File: config.mk
export PLATFORM = sky130hd
export DESIGN_NAME = gotb_ctrl
export DESIGN_NICKNAME = d
export VERILOG_FILES = /design/src/gotb_pkg.sv /design/src/gotb_ctrl.sv
export SDC_FILE = /design/constraint.sdc
export NUM_CORES = 1
export LEC_CHECK = 0
export BUFFER_PORTS_ARGS = -buffer_cell sky130_fd_sc_hd__clkbuf_2
export CAP_MARGIN = 15
export CORE_MARGIN = 2
export CORE_UTILIZATION = 30
export CTS_BUF_LIST = sky130_fd_sc_hd__clkbuf_2
export DETAILED_ROUTE_END_ITERATION = 10
export SETUP_SLACK_MARGIN = 0.15
export SLEW_MARGIN = 20
export SYNTH_ARGS = -nofsm -noshare
export SYNTH_HDL_FRONTEND = slang
export SYNTH_SLANG_ARGS = --single-unit
File: constraint.sdc
create_clock -name i_clk -period 3.5 [get_ports i_clk]
set_input_delay 0.175 -clock i_clk [delete_from_list [all_inputs] [get_ports i_clk]]
set_output_delay 0.175 -clock i_clk [all_outputs]
set_load 0.01 [all_outputs]
File: src/gotb_pkg.sv
`timescale 1ns / 1ps
package gotb_pkg;

    localparam int GLYPH_MAX_DEF = 64;
    localparam int TEX_MAX_DEF   = 128;

    typedef enum logic [1:0] {
        MODE_WRITE = 2'd0,
        MODE_BUILD = 2'd1,
        MODE_READ  = 2'd2,
        MODE_NONE  = 2'd3
    } t_mode;

    typedef enum logic [1:0] {
        ST_OK      = 2'd0,
        ST_TOO_BIG = 2'd1,
        ST_RANGE   = 2'd2
    } t_status;

    typedef enum logic [2:0] {
        CFG_OUTLINE = 3'd0,
        CFG_GRAY    = 3'd1,
        CFG_WIDE    = 3'd2,
        CFG_GW      = 3'd3,
        CFG_GH      = 3'd4
    } t_cfg_idx;

    typedef enum logic [1:0] {
        OUT_NOW   = 2'd0,
        OUT_RD    = 2'd1,
        OUT_BUILD = 2'd2
    } t_out_sel;

    typedef struct packed {
        logic     start_build;
        logic     src_we;
        logic     rd_issue;
        logic     clr_step;
        logic     glyph_init;
        logic     hollow;
        logic     win_init;
        logic     tx_wr;
        logic     next_px;
        logic     out_load;
        t_out_sel out_sel;
    } t_cmd;

    typedef struct packed {
        logic too_big;
        logic rd_ok;
        logic clr_last;
        logic covered;
        logic win_last;
        logic px_last;
        logic glyph_empty;
        logic outline_zero;
        logic hollow;
        logic out_free;
    } t_stat;

endpackage

File: src/gotb_ctrl.sv
`timescale 1ns / 1ps
module gotb_ctrl import gotb_pkg::*; (
    input  logic       i_clk,
    input  logic       i_rst_n,
    input  logic       i_valid,
    input  logic [1:0] i_mode,
    input  t_stat      i_stat,
    output logic       o_ready,
    output t_cmd       o_cmd
);
    typedef enum logic [6:0] {
        S_IDLE    = 7'b0000001,
        S_RDWAIT  = 7'b0000010,
        S_CLR     = 7'b0000100,
        S_SRC_RD  = 7'b0001000,
        S_SRC_CHK = 7'b0010000,
        S_TX_RD   = 7'b0100000,
        S_TX_WR   = 7'b1000000
    } t_state;

    t_state r_state;
    t_state n_state;
    logic   take;
    logic   phase_end;

    assign o_ready = (r_state == S_IDLE) && i_stat.out_free;
    assign take    = i_valid && o_ready;

    always_comb begin
        o_cmd         = '0;
        o_cmd.out_sel = OUT_NOW;
        n_state       = r_state;
        phase_end     = 1'b0;
        unique case (r_state)
            S_IDLE: begin
                if (take) begin
                    unique case (t_mode'(i_mode))
                        MODE_WRITE: begin
                            o_cmd.src_we   = 1'b1;
                            o_cmd.out_load = 1'b1;
                        end
                        MODE_BUILD: begin
                            if (i_stat.too_big) begin
                                o_cmd.out_load = 1'b1;
                            end else begin
                                o_cmd.start_build = 1'b1;
                                n_state = S_CLR;
                            end
                        end
                        MODE_READ: begin
                            if (i_stat.rd_ok) begin
                                o_cmd.rd_issue = 1'b1;
                                n_state = S_RDWAIT;
                            end else begin
                                o_cmd.out_load = 1'b1;
                            end
                        end
                        default: o_cmd.out_load = 1'b1;
                    endcase
                end
            end
            S_RDWAIT: begin
                o_cmd.out_load = 1'b1;
                o_cmd.out_sel  = OUT_RD;
                n_state = S_IDLE;
            end
            S_CLR: begin
                o_cmd.clr_step = 1'b1;
                if (i_stat.clr_last) begin
                    if (i_stat.glyph_empty) begin
                        o_cmd.out_load = 1'b1;
                        o_cmd.out_sel  = OUT_BUILD;
                        n_state = S_IDLE;
                    end else begin
                        o_cmd.glyph_init = 1'b1;
                        n_state = S_SRC_RD;
                    end
                end
            end
            S_SRC_RD: n_state = S_SRC_CHK;
            S_SRC_CHK: begin
                if (i_stat.covered) begin
                    o_cmd.win_init = 1'b1;
                    n_state = S_TX_RD;
                end else begin
                    o_cmd.next_px = 1'b1;
                    phase_end = i_stat.px_last;
                    n_state = S_SRC_RD;
                end
            end
            S_TX_RD: n_state = S_TX_WR;
            S_TX_WR: begin
                o_cmd.tx_wr = 1'b1;
                if (i_stat.win_last) begin
                    o_cmd.next_px = 1'b1;
                    phase_end = i_stat.px_last;
                    n_state = S_SRC_RD;
                end else begin
                    n_state = S_TX_RD;
                end
            end
            default: n_state = S_IDLE;
        endcase
        if (phase_end) begin
            if (!i_stat.hollow && !i_stat.outline_zero) begin
                o_cmd.glyph_init = 1'b1;
                o_cmd.hollow     = 1'b1;
                n_state = S_SRC_RD;
            end else begin
                o_cmd.out_load = 1'b1;
                o_cmd.out_sel  = OUT_BUILD;
                n_state = S_IDLE;
            end
        end
    end

    always_ff @(posedge i_clk) begin
        if (!i_rst_n) begin
            r_state <= S_IDLE;
        end else begin
            r_state <= n_state;
        end
    end
endmodule

==> flow_summary_export.csv, run 1 <==
group,metric,value,unit
clock_tree,worstSkewPairLatency,0.23,ns
layout,regMostFlops,"r_state",
worst_setup_path,crit_chain,"or4_4 > a211oi_4 > nand2_2 > o21ai_2 > o21bai_1 > clkbuf_2",
timing,fin_setup_tns,0,ns
layout,num_antenna_cells,0,
clock_tree,cts_setup_buffers,0,
timing,setup_violations,0,
worst_setup_path,crit_arrival,1.95,ns
synth,synth_area_leaders,"dfxtp_1, ha_1, nor3_1",
die,die_x,48.7,µm
synth,syn_area_per_cell,7.57,µm²
worst_setup_path,start_kind,"flip-flop",
hold_path,holdCritPathClass,"in -> reg",
clock_tree,cts_buffer_depth,2,
timing,final-hold-violation-count,0,
synth,yosysTopAreaCellShare,23.4,%
clock_tree,ctsHoldBuffers,0,
timing,fmax,471,MHz
synth,synth_ff_type,"dfxtp_1",
timing,skew,0.00656,ns
layout,biggestRegsByFlops,"r_state: 7 flops",
synth,postSynth.asyncResetShare,0,%
synth,syn_area,598,µm²
die,std_cell_rows,16,
synth,synth_edf_count,0,
placed_design,port_buffers,27,
synth,synth.distinct_cells,34,
timing,rsz0062_at_grt,"no",
route,first_pass_iters,4,
layout,area_growth_syn_to_layout,28.0,%
timing,fin_crit_sh,60.7,%
synth,syn_nets,97,
timing,worst_slew_pin_slew,0.413,ns
grt,antenna_found_initial,0,
timing,finalCriticalPeriod,2.12,ns
route,via_count,649,
die,start_util,31.1,%
synth,synth_seq_cells,7,
power,ir_worst_vdd,0.156,mV
worst_setup_path,crit_slowest_cell,"or4_4",
synth,ys_seq_area_share,23.4,%
clock_tree,htreeDepth,1,
worst_setup_path,end_kind,"output pin",
timing,maxSlewViolCount,0,
clock_tree,cts-buffers-inserted,3,
worst_setup_path,worstPathRequired,3.32,ns
synth,synth_cells,79,
route,ant_nets,0,
route,drt_wl_total,1430,µm
die,core,1920,µm²
run,drv_cap,0,
clock_tree,root_buffer,"clkbuf_2",
route,wl_per_cell,10.7,µm
grt,grtUsageTotal,13.5,%
power,powerDensity,325,nW/µm²
synth,synth_area_leader_cell,"dfxtp_1",
layout,utilization,39.8,%
clock_tree,cts_sinks,7,
power,cellLeakagePower,0.000364,µW
layout,drive_gt1_share,32.7,%
clock_tree,cts_tree,"done",
outcome,status,"finished, final reports clean",
layout,seq_area,140,µm²
clock_tree,clk_pin_slew,0.08,ns
layout,largest_reg_flops,7,
worst_setup_path,cpPeakStageDelay,0.60,ns
layout,nFillCells,228,
synth,yosys_warnings,0,
layout,final_common_cell,"clkbuf_2",
die,dieHeight,48.7,µm
grt,grt_pass1_wl,2500,µm
worst_setup_path,crit_type,"reg -> out",
route,drc,0,
die,io_pins,28,
timing,slew_headroom,72.3,%
placed_design,place.gp.congestion,0.744,
grt,grt_pass1_vias,608,
die,dieArea,2370,µm²
layout,mostFrequentLayoutCells,"clkbuf_2, nand2_1, dfxtp_1",
layout,multi_input_area,414,µm²
placed_design,hpwl,1200,µm
grt,grt_start_max_net_pins,9,
worst_setup_path,cp_max_fo,6,
clock_tree,cts_resized,0,
grt,grt_overflow,0,
layout,fin_nets,126,
route,viasPerCell,4.84,
route,drt_iter0_markers,5,
cell families (layout without fill, tap and decap cells):
group           count (synthesis)  in the layout  share of synthesized area, %
compound gates                 15             15                          17.6
xor+xnor                        2              2                          2.93
fa+ha+maj                       3              3                          6.28
buf+inv                         9             37                          7.32
flops                           7              7                          23.4
simple gates                   43             43                          42.5
layer usage:
layer	vias to the layer above	GRT usage, %	share of wire [%]
met5	-	0	0
met4	0	4.29	0.98
met3	2	4.63	5.8
met2	19	22.1	47
met1	292	16.6	46
li1	336	-	-
critical path: cells and delay by family, from the launching register on:
family | cells | cell delay (ns)
AO/OA/AOI/OAI | 3 | 0.50
flip-flops | 1 | 0.35
AND/OR/NAND/NOR | 2 | 0.71
buffers and inverters | 1 | 0.15
final timing paths:
kind | startpoint | to | slack, ns | depth (start not counted)
max | r_state[3] | o_cmd[2] | 1.38 | 6
min | i_stat[4] | r_state[3] | 0.28 | 3
max reg2reg | r_state[5] | r_state[5] | 1.71 | 5
min reg2reg | r_state[2] | r_state[4] | 0.53 | 1
where the power goes:
group / internal, µW / leakage, µW / switching (µW) / total, µW
clock network: 30.4 / 0.0000166 / 31.4 / 61.8
registers: 85.9 / 0.0000567 / 8.23 / 94.1
logic: 40.1 / 0.000291 / 52.6 / 92.7
synth_stat cells, drive strengths merged (2+ instances only):
master	n
nand2	9
dfxtp	7
o21ai	7
inv	6
nor3	6
nor2	5
nand2b	4
a21oi	3
buf	3
ha	3
nand3	3
nor4b	3
and2	2
nand3b	2
area by class of cell:
class                           instances  share of cell area [%]
Sequential cell                         7                    18.3
Multi-Input combinational cell         63                    54.1
Clock buffer                            4                    2.61
Inverter                                6                    2.94
Timing Repair Buffer                   27                    17.6
Tap cell                               27                    4.41
through the flow:
step | power [µW] | area [µm²] | hold WS [ns] | std cells | setup WS (ns)
3_5_place_dp | 190 | 746 | 0.514 | 130 | 1.64
3_3_place_gp | 190 | 746 | 0.518 | 130 | 1.68
4_1_cts | 252 | 766 | 0.277 | 134 | 1.36
2_1_floorplan | 166 | 598 | 0.387 | 79 | 1.62
6_report | 249 | 766 | 0.281 | 134 | 1.38
5_1_grt | 273 | 766 | 0.271 | 134 | 1.23
No activity file was read; power rests on OpenSTA's default activity.
==> run 2, diff against run 1 <==
==> constraint.sdc (replaced) <==
create_clock -name i_clk -period 1.9 [get_ports i_clk]
set_input_delay 0.095 -clock i_clk [delete_from_list [all_inputs] [get_ports i_clk]]
set_output_delay 0.095 -clock i_clk [all_outputs]
set_load 0.01 [all_outputs]
==> run 2 against run 1 <==
Effect of this change:
- combinational power is 120% higher
- cell area is 17% higher
- clock power is 78% higher
- the run now ends with negative setup slack left
- sequential share of layout area is 1.8 points lower
- routed wire length is 12% higher
- largest cell class unchanged
- count of clock-buffer cells in the layout stayed put
- core utilization is 6.8 points higher
- sequential power is 80% higher
==> flow_summary_export.csv, run 2 (same netlist as run 1, synthesis figures left out) <==
group,metric,value,unit
outcome,status,"complete, but fails checks",
outcome,violations,"negative setup slack",
grt,grt_overflow,0,
clock_tree,cts_sinks,7,
placed_design,place_ws,0.123,ns
grt,grtUsageTotal,14.7,%
die,dieArea,2370,µm²
layout,num_antenna_cells,0,
timing,maxSlewViolCount,0,
layout,largest_reg_flops,7,
placed_design,port_buffers,27,
route,first_pass_iters,3,
clock_tree,cts_tree,"done",
timing,fin_setup_tns,-0.0240,ns
power,power,487,µW
timing,finalCriticalPeriod,1.92,ns
worst_setup_path,end_kind,"output pin",
run,drv_cap,0,
route,drc,0,
layout,regMostFlops,"r_state",
grt,antenna_found_initial,0,
power,ir_worst_vdd,0.280,mV
die,std_cell_rows,16,
die,dieHeight,48.7,µm
placed_design,hpwl,1240,µm
worst_setup_path,path_buf_inv,1,
placed_design,dpl_cell_area,776,µm²
layout,fin_nets,137,
timing,whs,0.199,ns
timing,rsz0062_at_grt,"yes",
die,die_x,48.7,µm
hold_path,worstHoldStart,"i_stat[5]",
worst_setup_path,crit_slowest_cell,"or4_4",
layout,biggestRegsByFlops,"r_state: 7 flops",
timing,fmax,520,MHz
placed_design,place.gp.congestion,0.759,
timing,final-hold-violation-count,0,
hold_path,holdCritPathClass,"in -> reg",
layout,drive_gt1_share,45.8,%
clock_tree,cts_buffer_depth,2,
route,viasPerCell,4.87,
power,powerDensity,543,nW/µm²
die,start_util,31.1,%
power,cellLeakagePower,0.000427,µW
route,drt_iter0_markers,6,
grt,grt_start_max_net_pins,9,
worst_setup_path,crit_arrival,1.83,ns
worst_setup_path,r2r_end,"r_state[0]",
route,drt_wl_total,1610,µm
timing,slew_headroom,78.6,%
worst_setup_path,r2r_slack,0.06,ns
layout,final_cell_area,897,µm²
timing,setup_violations,1,
layout,final_common_cell,"clkbuf_2",
worst_setup_path,r2r-start,"r_state[1]",
clock_tree,htreeDepth,1,
layout,mostFrequentLayoutCells,"clkbuf_2, buf_4, nand2_1",
hold_path,holdPathStages,3,
grt,grt_pass1_wl,2720,µm
route,ant_nets,0,
clock_tree,worstSkewPairLatency,0.23,ns
worst_setup_path,cp_top_family,"simple AND/OR/NAND/NOR gates",
worst_setup_path,cpPeakStageDelay,0.55,ns
timing,worst_slew_pin_slew,0.320,ns
timing,timing.final.ws_setup,-0.0240,ns
clock_tree,clk_pin_slew,0.08,ns
worst_setup_path,cp_max_fo,3,
clock_tree,root_buffer,"clkbuf_2",
worst_setup_path,ff2ff_path_depth,7,
grt,grt_pass1_vias,671,
worst_setup_path,crit_chain,"or4_4 > a211oi_4 > nand2_2 > o21ai_2 > o21bai_1 > buf_2",
die,core,1920,µm²
layout,area_growth_syn_to_layout,50.0,%
worst_setup_path,crit_type,"reg -> out",
route,via_count,706,
worst_setup_path,worstPathRequired,1.80,ns
timing,skew,0.00630,ns
clock_tree,cts-buffers-inserted,3,
route,wl_per_cell,11.1,µm
timing,fin_crit_sh,101,%
die,io_pins,28,
worst_setup_path,start_kind,"flip-flop",
hold_path,min_to,"r_state[5]",
run 2: power by group:
group	internal (µW)	switching [µW]	leakage, µW
combinational	95.3	113	0.000353
sequential	158	10.4	0.0000581
clock	55.9	54.5	0.0000166
run 2: worst max-delay path by stage:
stage	from	slack, ns	end	cells after the start
final	r_state[1]	-0.02	o_cmd[2]	6
after global routing	r_state[4]	-0.12	o_cmd[2]	6
after CTS	r_state[1]	-0.08	o_cmd[2]	6
after detailed placement	r_state[3]	0.12	o_cmd[2]	6
after global placement	r_state[3]	0.16	o_cmd[2]	6
after floorplan	r_state[3]	0.10	o_cmd[2]	6
run 2: cell type report:
class	instances	area [µm²]
fill	202	1020
multi-input combinational	63	435
timing repair buffer	38	238
sequential	7	148
tap	27	33.8
inverter	6	22.5
clock buffer	4	20.0
run 2: layer usage:
metal  vias up  track usage [%]  wire, µm
met5         -                0         0
met4         0             5.71        10
met3         2             5.25        97
met2        18             27.4       890
met1       329             14.8       613
li1        357                -         -
run 2: repair_timing:
action,CTS,global route
hold buffers,0,0
buffers inserted,6,1
pin swaps,4,3
endpoints found under the setup margin,9,19
resized for setup,7,13
run 2: tightest hold or removal path: cells and delay by family:
family                 cells  cell delay [ns]
buffers and inverters      1             0.09
and+or+nand+nor            1             0.14
AOI/OAI and AO/OA          1             0.07
run 2: metrics by stage:
stage | instances | util (%)
6_report | 145 | 46.7
2_1_floorplan | 79 | -
5_1_grt | 145 | 46.7
4_1_cts | 144 | 44.9
3_3_place_gp | 134 | 40.4
3_5_place_dp | 134 | 40.4
==> run 3, diff against run 2 <==
==> constraint.sdc (replaced) <==
create_clock -name i_clk -period 2 [get_ports i_clk]
set_input_delay 0.1 -clock i_clk [delete_from_list [all_inputs] [get_ports i_clk]]
set_output_delay 0.1 -clock i_clk [all_outputs]
set_load 0.01 [all_outputs]
==> run 3 against run 2 <==
Effect of this change:
- critical path type unchanged
- count of clock-buffer cells in the layout did not move
- clock power barely moved
- die area did not move
- the flow now finishes without violations
- largest power group unchanged
- non-clock buffer count fell by 1
==> flow_summary_export.csv, run 3 (same netlist as run 1, synthesis figures left out) <==
group,metric,value,unit
layout,drive_gt1_share,48.7,%
layout,final_common_cell,"clkbuf_2",
die,std_cell_rows,16,
die,dieHeight,48.7,µm
layout,mostFrequentLayoutCells,"clkbuf_2, buf_4, nand2_1",
die,core,1920,µm²
worst_setup_path,path_buf_inv,1,
layout,regMostFlops,"r_state",
power,powerDensity,522,nW/µm²
clock_tree,ctsHoldBuffers,0,
run,drv_cap,0,
placed_design,hpwl,1270,µm
clock_tree,cts_buffer_depth,2,
route,ant_nets,0,
layout,final_cell_area,891,µm²
worst_setup_path,crit_chain,"or4_4 > a211oi_4 > nand2_2 > o21ai_2 > o21bai_1 > clkbuf_2",
timing,whs,0.203,ns
timing,fin_setup_tns,0,ns
power,ir_worst_vdd,0.204,mV
die,start_util,31.1,%
grt,grtUsageTotal,15.3,%
worst_setup_path,cp_top_family,"simple AND/OR/NAND/NOR gates",
clock_tree,cts_tree,"done",
worst_setup_path,end_kind,"output pin",
die,die_x,48.7,µm
grt,antenna_found_initial,0,
timing,final-hold-violation-count,0,
placed_design,place.gp.congestion,0.753,
worst_setup_path,start_kind,"flip-flop",
hold_path,holdCritPathClass,"in -> reg",
timing,setup_violations,0,
timing,fin_crit_sh,98.5,%
worst_setup_path,worstPathRequired,1.90,ns
grt,grt_pass1_wl,2860,µm
grt,grt_pass1_vias,712,
worst_setup_path,crit_type,"reg -> out",
timing,slew_headroom,74.0,%
layout,biggestRegsByFlops,"r_state: 7 flops",
die,dieArea,2370,µm²
layout,fin_cells,144,
worst_setup_path,cp_max_fo,4,
layout,area_growth_syn_to_layout,49.0,%
grt,gr-usage-met2,26.0,%
route,drt_wl_total,1680,µm
layout,num_antenna_cells,0,
worst_setup_path,crit_arrival,1.87,ns
clock_tree,cts_sinks,7,
worst_setup_path,r2r_slack,0.13,ns
worst_setup_path,crit_slowest_cell,"or4_4",
grt,use_met3,4.01,%
clock_tree,cts-buffers-inserted,3,
grt,top_usage_layer,"met2",
outcome,status,"finished, final reports clean",
clock_tree,htreeDepth,1,
timing,maxSlewViolCount,0,
die,io_pins,28,
grt,grt_start_max_net_pins,9,
timing,rsz0062_at_grt,"yes",
route,drc,0,
route,first_pass_iters,4,
placed_design,port_buffers,27,
route,drt_iter0_markers,6,
timing,fmax,508,MHz
timing,finalCriticalPeriod,1.97,ns
placed_design,dp_cells,131,
clock_tree,worstSkewPairLatency,0.24,ns
layout,largest_reg_flops,7,
clock_tree,clk_pin_slew,0.08,ns
worst_setup_path,cpPeakStageDelay,0.55,ns
grt,use_met1,16.5,%
timing,skew,0.00558,ns
clock_tree,root_buffer,"clkbuf_2",
placed_design,dpl_cell_area,753,µm²
grt,grt_overflow,0,
route,via_count,713,
route,wl_per_cell,11.7,µm
timing,worst_slew_pin_slew,0.389,ns
route,viasPerCell,4.95,
layout,fin_nets,136,
power,cellLeakagePower,0.000424,µW
==> run 3: what timing repair did <==
item,CTS,global route
setup buffers,8,1
gates cloned,0,0
resized for setup,6,14
setup endpoints to repair,9,9
pin swaps,4,2
==> run 3: final cells by class <==
type | count | area [µm²]
clock buffers | 4 | 20.0
repair buffers | 37 | 216
fillers | 211 | 1030
flip-flops and latches | 7 | 149
inverters | 6 | 22.5
well taps | 27 | 33.8
multi-input cells | 63 | 449
==> run 3: report_power, final <==
part / switching (µW) / internal (µW) / leakage, µW / total [µW]
Combinational: 105 / 89.0 / 0.000348 / 194
Clock: 55.7 / 53.2 / 0.0000166 / 109
Sequential: 11.9 / 150 / 0.0000586 / 162
==> run 3: path summary, 6_finish.rpt <==
kind	startpoint	endpoint	cells after the start
hold / removal	i_stat[5]	r_state[5]	3
setup reg to reg	r_state[0]	r_state[0]	8
setup / recovery	r_state[0]	o_cmd[2]	6
hold reg to reg	r_state[2]	r_state[4]	1
==> run 3: metrics by stage <==
step | total power, µW | util (%) | setup WS [ns]
3_3_place_gp | 339 | 39.2 | 0.259
2_1_floorplan | 290 | - | 0.196
4_1_cts | 468 | 44.1 | 0.00611
6_report | 465 | 46.4 | 0.0297
3_5_place_dp | 339 | 39.2 | 0.232
5_1_grt | 500 | 46.4 | -0.0641
==> run 3: worst min-delay path: cells and delay by family <==
family,cells,cell delay (ns)
AND/OR/NAND/NOR,1,0.13
buffers and inverters,1,0.09
AO/OA/AOI/OAI,1,0.07
==> run 3: per-layer routing <==
| metal | up-vias | routed length, µm |
|---|---|---|
| met3 | 6 | 90 |
| met4 | 0 | 24 |
| met2 | 22 | 859 |
| li1 | 354 | - |
| met5 | - | 0 |
| met1 | 331 | 708 |
